[src/hdl/ssph_ram.sv]
`timescale 1ns / 1ps
`default_nettype none
// ----------------------------------------------------------------------------
// Generic simple dual-port RAM
// One write port and one read port with registered read data.
// ----------------------------------------------------------------------------
module ssph_ram #(
  parameter int WIDTH = 8,
  parameter int DEPTH = 16
) (
  input  wire logic                     clk,
  input  wire logic                     we,
  input  wire logic [$clog2(DEPTH)-1:0] waddr,
  input  wire logic [WIDTH-1:0]         wdata,
  input  wire logic [$clog2(DEPTH)-1:0] raddr,
  output logic      [WIDTH-1:0]         rdata
);

  logic [WIDTH-1:0] mem [DEPTH];
  logic [WIDTH-1:0] rdata_r;

  // Write port, and a read that returns the old word on a same-edge write.
  always_ff @(posedge clk) begin
    if (we) begin
      mem[waddr] <= wdata;
    end
    rdata_r <= mem[raddr];
  end

  assign rdata = rdata_r;

endmodule
`default_nettype wire

[config.mk]
export PLATFORM = sky130hd
export DESIGN_NAME = ssph_ram
export DESIGN_NICKNAME = d
export VERILOG_FILES = /design/src/hdl/ssph_ram.sv
export SDC_FILE = /design/constraint.sdc
export NUM_CORES = 1
export LEC_CHECK = 0
export BUFFER_PORTS_ARGS = -buffer_cell sky130_fd_sc_hd__buf_2
export CORE_UTILIZATION = 26
export DETAILED_ROUTE_END_ITERATION = 8
export PLACE_DENSITY = 0.46
export SETUP_SLACK_MARGIN = 0.5
export SYNTH_ARGS = -nofsm -noshare
export SYNTH_HDL_FRONTEND = slang
export SYNTH_SLANG_ARGS = --single-unit
[constraint.sdc]
create_clock -name clk -period 2.55 [get_ports clk]
set_input_delay 0.255 -clock clk [delete_from_list [all_inputs] [get_ports clk]]
set_output_delay 0.255 -clock clk [all_outputs]
set_load 0.02 [all_outputs]
==> run metrics <==
Synth top area share 74.7%; WP data arrival 1610 ps; Synth Area in Compound Gates 2.33%; Post-CTS Hold Fix Bufs 0; CTS resizes 0; Avg Inst Size Synth 22.5 um2; Lkg Pwr 2.07 nW; Port Buffer Count 25; Hold Fails Final Rpt 0; vias per cell 4.41; worst-path cell chain mux4_1 -> a22oi_1 -> nand2_1; Residual DRC 0; final setup fails 0; post-synth cell types 19; crit path launch mem[1][5]$_DFFE_PP_; worst reg2reg endpoint rdata[5]$_DFF_P_; Routability Congestion 0.672; Synth Register Bits 136; DR WL/cell 20.0 um; CP Launch Type flop; FMAX 766 MHz; RSZ-0062 raised after global routing no; initial antenna violation count 0; Post-Synthesis Cells 229; max_slew headroom 44.2%; pwr dens 809 nW/um2; CP peak stage delay 500 ps; H-tree lvl count 4; overall power 0.00504 W; R2R depth 3; aggregate routed wire length 11200 um; mux contribution to synthesized area 15.0%; Post-Synth XOR/XNOR Area 0%; maximum vdd drop 0.000528 V; Data required, critical path 2850 ps; most numerous cell in the Yosys netlist edfxtp_1; clock tree buffer depth 2; Post CTS Setup Buffer Count 0; cell taking the most area after synthesis edfxtp_1; Crit-path slowest cell mux4_1; post-synthesis sequential area ratio 77.8%; top post-synthesis cells by count edfxtp_1 (128), mux4_2 (18), a22oi_1 (16), mux4_1 (14), nor2_1 (13); Synth Area in Simple Gates 3.18%; CTS tree built; DR pass1 iterations 4; Fillers 1882; synth top area cells edfxtp_1 (75%), mux4_2 (7.9%), mux4_1 (7.1%), dfxtp_1 (3.1%), a22oi_1 (2.3%); Worst Setup EP rdata[5]$_DFF_P_; Post-synth ARST share 0%; Mapped Nets 247; Die X-Extent 143 um; Worst-Margin Slew 835 ps; GRT overflow 0; critical path capture point type flop; diode count 0; vias in the first global route 2590; buffer and inverter count on the worst path 0; crit path max fanout 1; crit path kind reg -> reg; minimum clock period 1310 ps; hold crit path type in -> reg; area grow syn2layout 20.9%; Die Y 143 um; clk sinks 136; Root Buffer clkbuf_16; num rows 51; final setup TNS 0 ps; core area 19500 um2; Slew Limit Fails 0; Post-synth EDFFs 128; main combinational cell family by area after synthesis multiplexers; DR vias 2466; Ports 26; Iter 0 DRT Violations 206; RR Startpoint mem[1][5]$_DFFE_PP_; die area 20400 um2; Critical Path Stages 3; status finished clean; Final period util 51.2%; fin nets 299; Main synth FF type edfxtp_1; clock-pin slew on the worst setup and hold paths 50 ps; clk_skew 6.53 ps; first-pass GRT wire length 16600 um; Final ANT Viol Nets 0; share of layout cells above drive strength 1 29.9%; Clk Latency, worst-skew pair 420 ps; GRT Total Usage 12.2%; Crit path max-delay family multiplexers; Post-Syn Area 5150 um2; fin util 32.0%; Num CTS Buffers 17; Adder-Cell Fraction of Synth Area 0%; Yosys warning count 0; Worst R2R Setup Slack 1240 ps; HPWL after DPL 7030 um; Initial Util 26.4%; largest net degree at the start of global routing 33; maxcap violations 0
-- routing by layer --
metal / up-vias / track usage (%) / share of wire, %
li1: 1082 / - / -
met1: 1333 / 16.2 / 47
met2: 41 / 18.4 / 48
met3: 10 / 3.99 / 3.0
met4: 0 / 5.09 / 1.3
met5: - / 0 / 0
-- where the power goes --
group          internal (W)  switching [W]
clock network       0.00141       0.000855
logic             0.0000997       0.000152
registers           0.00250      0.0000165
-- cell families after synthesis --
group                  after synthesis
AOI/OAI and AO/OA                   16
buffers and inverters               10
DFF                                136
muxes                               32
and+or+nand+nor                     35
-- placed cells by master (no fill, tap or decap), drive strengths merged --
master      n
nor2b       1
bufinv      2
edfxtp    128
mux4       32
nor3        4
clkinv      9
nor2       13
clkbuf     20
and2b       1
clkinvlp    1
nand2       9
and2        1
nand2b      2
dfxtp       8
a22oi      16
nand3b      2
or3b        1
nand3       1
buf        43
-- worst min path at each step --
stage	from	to	depth (start not counted)
after global routing	wdata[4]	mem[3][4]$_DFFE_PP_	1
after CTS	wdata[4]	mem[5][4]$_DFFE_PP_	1
after global placement	wdata[3]	mem[10][3]$_DFFE_PP_	1
after detailed placement	wdata[4]	mem[5][4]$_DFFE_PP_	1
after floorplan	wdata[0]	mem[0][0]$_DFFE_PP_	0
final	wdata[4]	mem[5][4]$_DFFE_PP_	1
-- final cells by class --
class                   count  area (um2)  area share, %
flip-flops and latches    136        4000           64.3
multi-input cells          83        1060           17.0
clock buffers              20         437           7.02
well taps                 265         332           5.33
repair buffers             43         285           4.58
clock inverters            12         109           1.75
-- sequential cells by signal, summed over array words and instances (netlist names) --
name,cells
rdata,8
mem,128
-- stage by stage --
step	hold WS [ps]	std cells	cell area, um2	worst slack (ps)
final	219	559	6220	1240
after global routing	219	559	6220	1140
after CTS	204	559	6220	1180
after detailed placement	654	527	5680	758
after global placement	651	527	5680	751
after floorplan	354	229	5150	802
Power figures use the tool's default switching activity.
